### src/rtl/sm83_alu_flags_unit_assert.svh
// Assertion macros for the SM83 ALU flags unit.
// Each macro expects clk and rst_n to be visible where it is used.
`ifndef SM83_ALU_FLAGS_UNIT_ASSERT_SVH
`define SM83_ALU_FLAGS_UNIT_ASSERT_SVH

// Check cons in the same cycle as ante.
`define SM83AF_ASSERT_SAME(label, ante, cons, msg) \
    label: assert property (@(posedge clk) disable iff (!rst_n) (ante) |-> (cons)) \
        else $error(msg);

// Check cons in the cycle after ante.
`define SM83AF_ASSERT_NEXT(label, ante, cons, msg) \
    label: assert property (@(posedge clk) disable iff (!rst_n) (ante) |=> (cons)) \
        else $error(msg);

`endif

### src/rtl/sm83af_pkg.sv
// Shared types and constants of the SM83 ALU flags unit.
// No dependencies; imported by every module of the unit.
`timescale 1ns / 1ps
`default_nettype none

package sm83af_pkg;

    typedef enum logic [3:0] {
        CMD_ADD   = 4'd0,
        CMD_ADC   = 4'd1,
        CMD_SUB   = 4'd2,
        CMD_SBC   = 4'd3,
        CMD_AND   = 4'd4,
        CMD_XOR   = 4'd5,
        CMD_OR    = 4'd6,
        CMD_CP    = 4'd7,
        CMD_INC8  = 4'd8,
        CMD_DEC8  = 4'd9,
        CMD_DAA   = 4'd10,
        CMD_CPL   = 4'd11,
        CMD_ADD16 = 4'd12,
        CMD_ADDSP = 4'd13,
        CMD_INC16 = 4'd14,
        CMD_DEC16 = 4'd15
    } alu_cmd_t;

    localparam int FLAG_Z = 3;
    localparam int FLAG_N = 2;
    localparam int FLAG_H = 1;
    localparam int FLAG_C = 0;

    localparam logic [7:0] DAA_ADJ_HI = 8'h60;
    localparam logic [7:0] DAA_ADJ_LO = 8'h06;
    localparam logic [7:0] DAA_LIMIT  = 8'h99;
    localparam logic [3:0] BCD_DIGIT_MAX = 4'd9;

    localparam int IN_TDATA_W  = 56;
    localparam int OUT_TDATA_W = 32;

    typedef struct packed {
        logic [3:0]  flags;
        logic [15:0] wide_operand;
        logic [15:0] wide;
        logic [7:0]  operand;
        logic [7:0]  acc;
        alu_cmd_t    cmd;
    } alu_req_t;

    typedef struct packed {
        logic [3:0]  flags;
        logic [15:0] wide;
        logic [7:0]  acc;
    } alu_rsp_t;

endpackage

`default_nettype wire

### src/rtl/sm83af_in_stage.sv
// Input register of the SM83 ALU flags unit.
// Depends on sm83af_pkg.
`timescale 1ns / 1ps
`default_nettype none

module sm83af_in_stage
    import sm83af_pkg::*;
(
    input  logic                   clk,
    input  logic                   rst_n,
    input  logic                   s_axis_tvalid,
    output logic                   s_axis_tready,
    input  logic [IN_TDATA_W-1:0]  s_axis_tdata,
    input  logic                   down_ready,
    output logic                   req_valid,
    output alu_req_t               req
);

    logic     valid_reg;
    logic     valid_next;
    alu_req_t req_reg;
    logic     accept;

    assign s_axis_tready = !valid_reg || down_ready;
    assign accept        = s_axis_tvalid && s_axis_tready;
    assign valid_next    = accept || (valid_reg && !down_ready);

    always_ff @(posedge clk or negedge rst_n)
    begin
        if (!rst_n)
        begin
            valid_reg <= 1'b0;
        end
        else
        begin
            valid_reg <= valid_next;
        end
    end

    // hold payload until the next transaction
    always_ff @(posedge clk)
    begin
        if (accept)
        begin
            req_reg.cmd          <= alu_cmd_t'(s_axis_tdata[3:0]);
            req_reg.acc          <= s_axis_tdata[11:4];
            req_reg.operand      <= s_axis_tdata[19:12];
            req_reg.wide         <= s_axis_tdata[35:20];
            req_reg.wide_operand <= s_axis_tdata[51:36];
            req_reg.flags        <= s_axis_tdata[55:52];
        end
    end

    assign req_valid = valid_reg;
    assign req       = req_reg;

endmodule

`default_nettype wire

### src/rtl/sm83af_alu.sv
// Combinational 8-bit and 16-bit ALU with flag generation.
// Depends on sm83af_pkg.
`timescale 1ns / 1ps
`default_nettype none

module sm83af_alu
    import sm83af_pkg::*;
(
    input  alu_req_t req,
    output alu_rsp_t rsp
);

    logic [7:0]  a;
    logic [7:0]  b;
    logic [15:0] w;
    logic [15:0] wb;
    logic [3:0]  f;
    logic        cin;
    logic        c_use;
    logic [8:0]  sum9;
    logic [4:0]  sum5;
    logic [8:0]  dif9;
    logic [4:0]  dif5;
    logic        daa_c;
    logic [7:0]  daa_hi;
    logic [7:0]  daa_lo;
    logic [7:0]  daa_val;
    logic [16:0] sum17;
    logic [12:0] sum13;
    logic [15:0] sp_sum;
    logic [8:0]  sp_lo9;
    logic [4:0]  sp_lo5;
    logic [7:0]  acc_r;
    logic [15:0] wide_r;
    logic [3:0]  nf;

    assign a   = req.acc;
    assign b   = req.operand;
    assign w   = req.wide;
    assign wb  = req.wide_operand;
    assign f   = req.flags;
    assign cin = f[FLAG_C];

    assign c_use = (req.cmd == CMD_ADC || req.cmd == CMD_SBC) ? cin : 1'b0;

    assign sum9 = {1'b0, a} + {1'b0, b} + 9'(c_use);
    assign sum5 = {1'b0, a[3:0]} + {1'b0, b[3:0]} + 5'(c_use);
    assign dif9 = {1'b0, a} - {1'b0, b} - 9'(c_use);
    assign dif5 = {1'b0, a[3:0]} - {1'b0, b[3:0]} - 5'(c_use);

    always_comb
    begin
        daa_c  = cin;
        daa_hi = 8'd0;
        daa_lo = 8'd0;
        if (!f[FLAG_N])
        begin
            if (cin || (a > DAA_LIMIT))
            begin
                daa_hi = DAA_ADJ_HI;
                daa_c  = 1'b1;
            end
            if (f[FLAG_H] || (a[3:0] > BCD_DIGIT_MAX))
            begin
                daa_lo = DAA_ADJ_LO;
            end
            daa_val = a + daa_hi + daa_lo;
        end
        else
        begin
            if (cin)
            begin
                daa_hi = DAA_ADJ_HI;
            end
            if (f[FLAG_H])
            begin
                daa_lo = DAA_ADJ_LO;
            end
            daa_val = a - daa_hi - daa_lo;
        end
    end

    assign sum17  = {1'b0, w} + {1'b0, wb};
    assign sum13  = {1'b0, w[11:0]} + {1'b0, wb[11:0]};
    assign sp_sum = w + {{8{b[7]}}, b};
    assign sp_lo9 = {1'b0, w[7:0]} + {1'b0, b};
    assign sp_lo5 = {1'b0, w[3:0]} + {1'b0, b[3:0]};

    always_comb
    begin
        acc_r  = a;
        wide_r = w;
        nf     = f;
        unique case (req.cmd)
            CMD_ADD, CMD_ADC:
            begin
                acc_r = sum9[7:0];
                nf    = {sum9[7:0] == 8'd0, 1'b0, sum5[4], sum9[8]};
            end
            CMD_SUB, CMD_SBC, CMD_CP:
            begin
                if (req.cmd != CMD_CP)
                begin
                    acc_r = dif9[7:0];
                end
                nf = {dif9[7:0] == 8'd0, 1'b1, dif5[4], dif9[8]};
            end
            CMD_AND:
            begin
                acc_r = a & b;
                nf    = {(a & b) == 8'd0, 1'b0, 1'b1, 1'b0};
            end
            CMD_XOR:
            begin
                acc_r = a ^ b;
                nf    = {(a ^ b) == 8'd0, 1'b0, 1'b0, 1'b0};
            end
            CMD_OR:
            begin
                acc_r = a | b;
                nf    = {(a | b) == 8'd0, 1'b0, 1'b0, 1'b0};
            end
            CMD_INC8:
            begin
                acc_r = a + 8'd1;
                nf    = {a == 8'hFF, 1'b0, a[3:0] == 4'hF, cin};
            end
            CMD_DEC8:
            begin
                acc_r = a - 8'd1;
                nf    = {a == 8'h01, 1'b1, a[3:0] == 4'h0, cin};
            end
            CMD_DAA:
            begin
                acc_r = daa_val;
                nf    = {daa_val == 8'd0, f[FLAG_N], 1'b0, daa_c};
            end
            CMD_CPL:
            begin
                acc_r = ~a;
                nf    = {f[FLAG_Z], 1'b1, 1'b1, cin};
            end
            CMD_ADD16:
            begin
                wide_r = sum17[15:0];
                nf     = {f[FLAG_Z], 1'b0, sum13[12], sum17[16]};
            end
            CMD_ADDSP:
            begin
                wide_r = sp_sum;
                nf     = {1'b0, 1'b0, sp_lo5[4], sp_lo9[8]};
            end
            CMD_INC16:
            begin
                wide_r = w + 16'd1;
            end
            CMD_DEC16:
            begin
                wide_r = w - 16'd1;
            end
        endcase
    end

    assign rsp.acc   = acc_r;
    assign rsp.wide  = wide_r;
    assign rsp.flags = nf;

endmodule

`default_nettype wire

### src/rtl/sm83af_out_stage.sv
// Result register of the SM83 ALU flags unit, driving the master stream.
// Depends on sm83af_pkg.
`timescale 1ns / 1ps
`default_nettype none

module sm83af_out_stage
    import sm83af_pkg::*;
(
    input  logic                   clk,
    input  logic                   rst_n,
    input  logic                   rsp_valid,
    input  alu_rsp_t               rsp,
    output logic                   up_ready,
    output logic                   m_axis_tvalid,
    input  logic                   m_axis_tready,
    output logic [OUT_TDATA_W-1:0] m_axis_tdata
);

    logic     valid_reg;
    logic     valid_next;
    alu_rsp_t rsp_reg;
    logic     load;

    assign up_ready   = !valid_reg || m_axis_tready;
    assign load       = rsp_valid && up_ready;
    assign valid_next = load || (valid_reg && !m_axis_tready);

    always_ff @(posedge clk or negedge rst_n)
    begin
        if (!rst_n)
        begin
            valid_reg <= 1'b0;
        end
        else
        begin
            valid_reg <= valid_next;
        end
    end

    always_ff @(posedge clk)
    begin
        if (load)
        begin
            rsp_reg <= rsp;
        end
    end

    assign m_axis_tvalid = valid_reg;
    assign m_axis_tdata  = {4'd0, rsp_reg.flags, rsp_reg.wide, rsp_reg.acc};

endmodule

`default_nettype wire

### src/rtl/sm83_alu_flags_unit.sv
// SM83 ALU flags unit: a two-stage stream pipeline; with the result side
// ready it does one registered ALU operation and accepts one transaction
// every cycle, set by the single ALU pass between the input and result
// registers. An accepted transaction passes the input register, the ALU and
// the result register. The unit keeps no architectural state. Input tdata, from
// bit 0: command[3:0], acc_in[7:0], operand[7:0], wide_in[15:0],
// wide_operand[15:0], flags_in[3:0] (Z N H C). Output tdata, from bit 0:
// acc_out[7:0], wide_out[15:0], flags_out[3:0], four zero bits.
// Depends on sm83af_pkg, sm83af_in_stage, sm83af_alu, sm83af_out_stage.
`timescale 1ns / 1ps
`default_nettype none

`include "sm83_alu_flags_unit_assert.svh"

module sm83_alu_flags_unit
    import sm83af_pkg::*;
(
    input  logic                   clk,
    input  logic                   rst_n,
    input  logic                   s_axis_tvalid,
    output logic                   s_axis_tready,
    // command, acc_in, operand, wide_in, wide_operand, flags_in
    input  logic [IN_TDATA_W-1:0]  s_axis_tdata,
    output logic                   m_axis_tvalid,
    input  logic                   m_axis_tready,
    // acc_out, wide_out, flags_out, zero pad
    output logic [OUT_TDATA_W-1:0] m_axis_tdata
);

    logic       req_valid;
    alu_req_t   req;
    alu_rsp_t   rsp;
    logic       up_ready;
    logic       req_fire;
    logic       pipe_stalled;
    logic       wide_fire;
    logic       cp_fire;
    logic [7:0] out_acc;
    logic       out_n;

    sm83af_in_stage u_in_stage (
        .clk           (clk),
        .rst_n         (rst_n),
        .s_axis_tvalid (s_axis_tvalid),
        .s_axis_tready (s_axis_tready),
        .s_axis_tdata  (s_axis_tdata),
        .down_ready    (up_ready),
        .req_valid     (req_valid),
        .req           (req)
    );

    sm83af_alu u_alu (
        .req (req),
        .rsp (rsp)
    );

    sm83af_out_stage u_out_stage (
        .clk           (clk),
        .rst_n         (rst_n),
        .rsp_valid     (req_valid),
        .rsp           (rsp),
        .up_ready      (up_ready),
        .m_axis_tvalid (m_axis_tvalid),
        .m_axis_tready (m_axis_tready),
        .m_axis_tdata  (m_axis_tdata)
    );

    assign req_fire     = req_valid && up_ready;
    assign pipe_stalled = req_valid && m_axis_tvalid && !m_axis_tready;
    assign wide_fire    = req_fire && ((req.cmd == CMD_ADD16) || (req.cmd == CMD_ADDSP) ||
                                       (req.cmd == CMD_INC16) || (req.cmd == CMD_DEC16));
    assign cp_fire      = req_fire && (req.cmd == CMD_CP);
    assign out_acc      = m_axis_tdata[7:0];
    assign out_n        = m_axis_tdata[24 + FLAG_N];

    // backpressure only when both stages hold an item and the sink stalls
    `SM83AF_ASSERT_SAME(a_stall_full, !s_axis_tready, pipe_stalled, "input stalled early")
    `SM83AF_ASSERT_NEXT(a_advance, req_fire, m_axis_tvalid, "advanced item lost")
    `SM83AF_ASSERT_NEXT(a_wide_keeps_acc, wide_fire, out_acc == $past(req.acc), "acc changed")
    `SM83AF_ASSERT_NEXT(a_cp_keeps_acc, cp_fire, out_acc == $past(req.acc) && out_n, "bad CP")

endmodule

`default_nettype wire
### config.mk
export PLATFORM = sky130hd
export DESIGN_NAME = sm83_alu_flags_unit
export DESIGN_NICKNAME = d
export VERILOG_FILES = /design/src/rtl/sm83af_pkg.sv /design/src/rtl/sm83af_in_stage.sv /design/src/rtl/sm83af_alu.sv /design/src/rtl/sm83af_out_stage.sv /design/src/rtl/sm83_alu_flags_unit.sv
export VERILOG_INCLUDE_DIRS = /design/src /design/src/rtl
export SDC_FILE = /design/constraint.sdc
export NUM_CORES = 1
export LEC_CHECK = 0
export BUFFER_PORTS_ARGS = -buffer_cell sky130_fd_sc_hd__buf_2
export CORE_MARGIN = 5
export CORE_UTILIZATION = 50
export DETAILED_ROUTE_END_ITERATION = 10
export GPL_TIMING_DRIVEN = 0
export MAX_ROUTING_LAYER = met4
export PLACE_DENSITY = 0.7
export SYNTH_ARGS = -nofsm -noshare
export SYNTH_HDL_FRONTEND = slang
export SYNTH_SLANG_ARGS = --single-unit
### constraint.sdc
create_clock -name clk -period 9.83 [get_ports clk]
set_input_delay 1.4745 -clock clk [delete_from_list [all_inputs] [get_ports clk]]
set_output_delay 1.4745 -clock clk [all_outputs]
set_load 0.01 [all_outputs]
==> impl_metrics.ini <==
[outcome]
status = completed

[placed_design]
dp.final_hpwl_um = 18900
numPortBuffers = 89
placedCellCount = 1077
gp_congestion = 1.01

[routing]
first_pass_iters = 5
drc = 0
antenna_violating_nets_post_route = 0
post_drt_via_cell_ratio = 6.07
vias = 6633
totalWireLength_um = 23700
drt_iter0_markers = 631
wire_length_per_cell_um = 21.7

[layout]
largest_reg_flops = 56
num_antenna_cells = 0
layout.filler_cells = 1328
layout.cells.non_filler = 1093
finalNetCount = 1058
synthToLayoutAreaGrowth_pct = 13.8
drive_above_1_share = 0.151

[synthesis]
synth.yosys.warnings = 0
synth.cells.most_frequent = sky130_fd_sc_hd__ha_1, sky130_fd_sc_hd__edfxtp_1, sky130_fd_sc_hd__nor2_1, sky130_fd_sc_hd__nand2_1, sky130_fd_sc_hd__o21ai_0
netlist_top_cells_area = sky130_fd_sc_hd__edfxtp_1, sky130_fd_sc_hd__ha_1, sky130_fd_sc_hd__xnor2_1, sky130_fd_sc_hd__o21ai_0, sky130_fd_sc_hd__a21oi_1
synthesis.instances = 800
post_synth.cell_area_avg_um2 = 9.21
syn_area_um2 = 7370
leading_register_cell_type_out_of_synthesis = sky130_fd_sc_hd__edfxtp_1
synth_top_area_frac = 0.342
synthMostInstantiatedCell = sky130_fd_sc_hd__ha_1
async_flop_share = 0.0233
synth.distinct_cells = 70
synth.ff_latch_count = 86
yosysTopAreaCell = sky130_fd_sc_hd__edfxtp_1
synth.yosys.seq_area_share = 0.349
synth-edff-count = 84

[sta]
worst_clock_skew_ps = 7.77
final.hold.worst_slack_ps = 486
final.min_clock_period_ps = 4830
slew_headroom = 0.230
grt_setup_unrepaired = false
final-setup-viol-count = 0
fin_tns_setup_ps = 0
final_hold_viol_count = 0
maxSlewViolCount = 0
worst-slew-pin-transition_ps = 1150
post-route-period-util = 0.491
maximum_operating_frequency_mhz = 207

[setup_path]
timing.critical_path.buf_inv = 4
endpoint_kind = register
worstSetupPathType = register to register
worstPathMaxFanout = 10
critPathLaunchType = register
slowest_delay_ps = 600
worst-endpoint-arrival_ps = 4930
required_ps = 9930
worstPathCellList = clkbuf_1 -> clkbuf_1 -> buf_1 -> nand3_1 -> inv_1 -> fa_1 -> ha_1 -> o21ai_1 -> nand2_1 -> a21o_1 -> a21o_1 -> a31oi_1 -> xor2_1 -> mux2i_1 -> a221o_1
critical-path-top-delay-family = buffers and inverters
cpMaxStageDelayCell = sky130_fd_sc_hd__buf_1

[clock_tree]
worst_skew_pair.late_latency_ps = 350
cts_made_buffers = 9
clock_tree_from_tritoncts = done
maximum_buffer_depth_of_the_clock_tree = 2
clk_pin_slew_worst_paths_ps = 60
clock_tree.htree_level_count = 3
ctsHoldBuffers = 0
cts.sinks = 86
cts-resized-gates = 0
post-cts-setup-buffers = 0
cts-root-buf = sky130_fd_sc_hd__clkbuf_16

[global_routing]
initial_antenna_violation_count = 0
grt_overflow_total = 0
grt.total_usage = 0.278
first_global_vias = 6456
grt_max_degree = 42
global_route_wire_length_before_repair_um = 36600

[pwr]
p_int_uw = 806
share_clk_of_total_power = 0.291
power.net_switching_uw = 412
pwr-share-comb = 0.329
p_seq_frac = 0.381
static-leakage-power_uw = 0.00349
power_per_cell_area_nw_per_um2 = 145
switching_share = 0.338
max_vdd_drop_mv = 0.108

[floorplanning]
chipWidth_um = 131
rows = 44
core_region_area_um2 = 14500
initial_utilization = 0.509
top_level_ports = 94
floorplan.die_area_um2 = 17300
die_span_y_um = 131

[worst_hold_path]
timing.hold.worst.class = register to register

[flow_run]
cap_viol_max_count = 0
-- final timing paths --
kind,from,endpoint,slack (ps),cells after the start
max in group asynchronous,rst_n,u_in_stage.req_valid,8840,1
min reg2reg,u_in_stage.req_valid,u_out_stage.m_axis_tvalid,490,1
max,u_in_stage.req[0],u_out_stage.m_axis_tdata[7],5000,15
max reg2reg,u_in_stage.req[0],u_out_stage.m_axis_tdata[7],5000,15
min in group asynchronous,rst_n,u_out_stage.m_axis_tvalid,900,1
min,u_in_stage.req_valid,u_out_stage.m_axis_tvalid,490,1
-- metal layers --
metal,global-route usage,part of all wire,up-vias
li1,-,-,3157
met1,0.367,0.44,3114
met2,0.414,0.44,304
met3,0.0631,0.081,58
met4,0.116,0.042,0
met5,-,0,-
-- power groups by stage --
stage               Clock, uW  Sequential (uW)  Combinational [uW]
global placement            0              472                 391
floorplan                   0              471                 274
finish                    354              464                 400
detailed placement          0              471                 393
CTS                       361              463                 396
global route              379              467                 441
-- metrics by stage --
stage,area [um^2],utilization,setup WS [ps],total power (uW)
2_1_floorplan,7380,-,6280,745
3_3_place_gp,8060,0.556,4980,863
3_5_place_dp,8080,0.558,5120,864
4_1_cts,8380,0.579,5080,1220
5_1_grt,8380,0.579,4770,1290
6_report,8380,0.579,5000,1220
-- cell usage in the layout, fill, tap and decap left out, drive strengths merged, types with 3 or more instances in the layout --
cell and count:
clkbuf 34, nor3b 7, mux2 4, ha 87
conb 4, a21o 21, o21a 4, o22ai 7
edfxtp 84, a31o 4, nor2b 3, nor3 20
a22oi 6, o31ai 8, or3 3, nand3 21
inv 41, and3 5, xor2 18, mux2i 5
a211oi 11, nand2b 12, a31oi 8, or2 7
nand3b 4, and2 9, a21oi 61, fa 7
nand4 16, nor4 6, o2111ai 3, o21ai 70
buf 102, nor2 67, a32oi 3, o211ai 5
nand2 66, xnor2 36
-- worst reg2reg max path, stage by stage, from the launching register on --
cell                       delay, ps
sky130_fd_sc_hd__edfxtp_1        320
sky130_fd_sc_hd__clkbuf_1        370
sky130_fd_sc_hd__clkbuf_1        580
sky130_fd_sc_hd__buf_1           610
sky130_fd_sc_hd__nand3_1         300
sky130_fd_sc_hd__inv_1           140
sky130_fd_sc_hd__fa_1            460
sky130_fd_sc_hd__ha_1            210
sky130_fd_sc_hd__o21ai_1         110
sky130_fd_sc_hd__nand2_1         130
sky130_fd_sc_hd__a21o_1          210
sky130_fd_sc_hd__a21o_1          220
sky130_fd_sc_hd__a31oi_1         210
sky130_fd_sc_hd__xor2_1          220
sky130_fd_sc_hd__mux2i_1         170
sky130_fd_sc_hd__a221o_1         330
-- cells by family (layout without fill, tap and decap cells) --
| family | Yosys count | after routing | synth area share |
|---|---|---|---|
| fa+ha+maj | 94 | 94 | 0.167 |
| xor+xnor | 54 | 54 | 0.0642 |
| flops | 86 | 86 | 0.349 |
| other cells | 1 | 4 | 0.000509 |
| compound gates | 231 | 231 | 0.201 |
| buf+inv | 75 | 181 | 0.0413 |
| simple gates | 250 | 250 | 0.164 |
| mux | 9 | 9 | 0.0129 |
-- layout make-up --
| cell class | instances | area (um^2) | area share |
|---|---|---|---|
| Multi-Input combinational cell | 642 | 4510 | 0.537 |
| Sequential cell | 86 | 2570 | 0.307 |
| Timing Repair Buffer | 90 | 465 | 0.0555 |
| Clock buffer | 10 | 239 | 0.0285 |
| Tap cell | 184 | 230 | 0.0275 |
| Buffer | 36 | 158 | 0.0188 |
| Inverter | 39 | 146 | 0.0175 |
| Clock inverter | 6 | 67.6 | 0.00806 |
No activity file was read; power rests on OpenSTA's default activity.
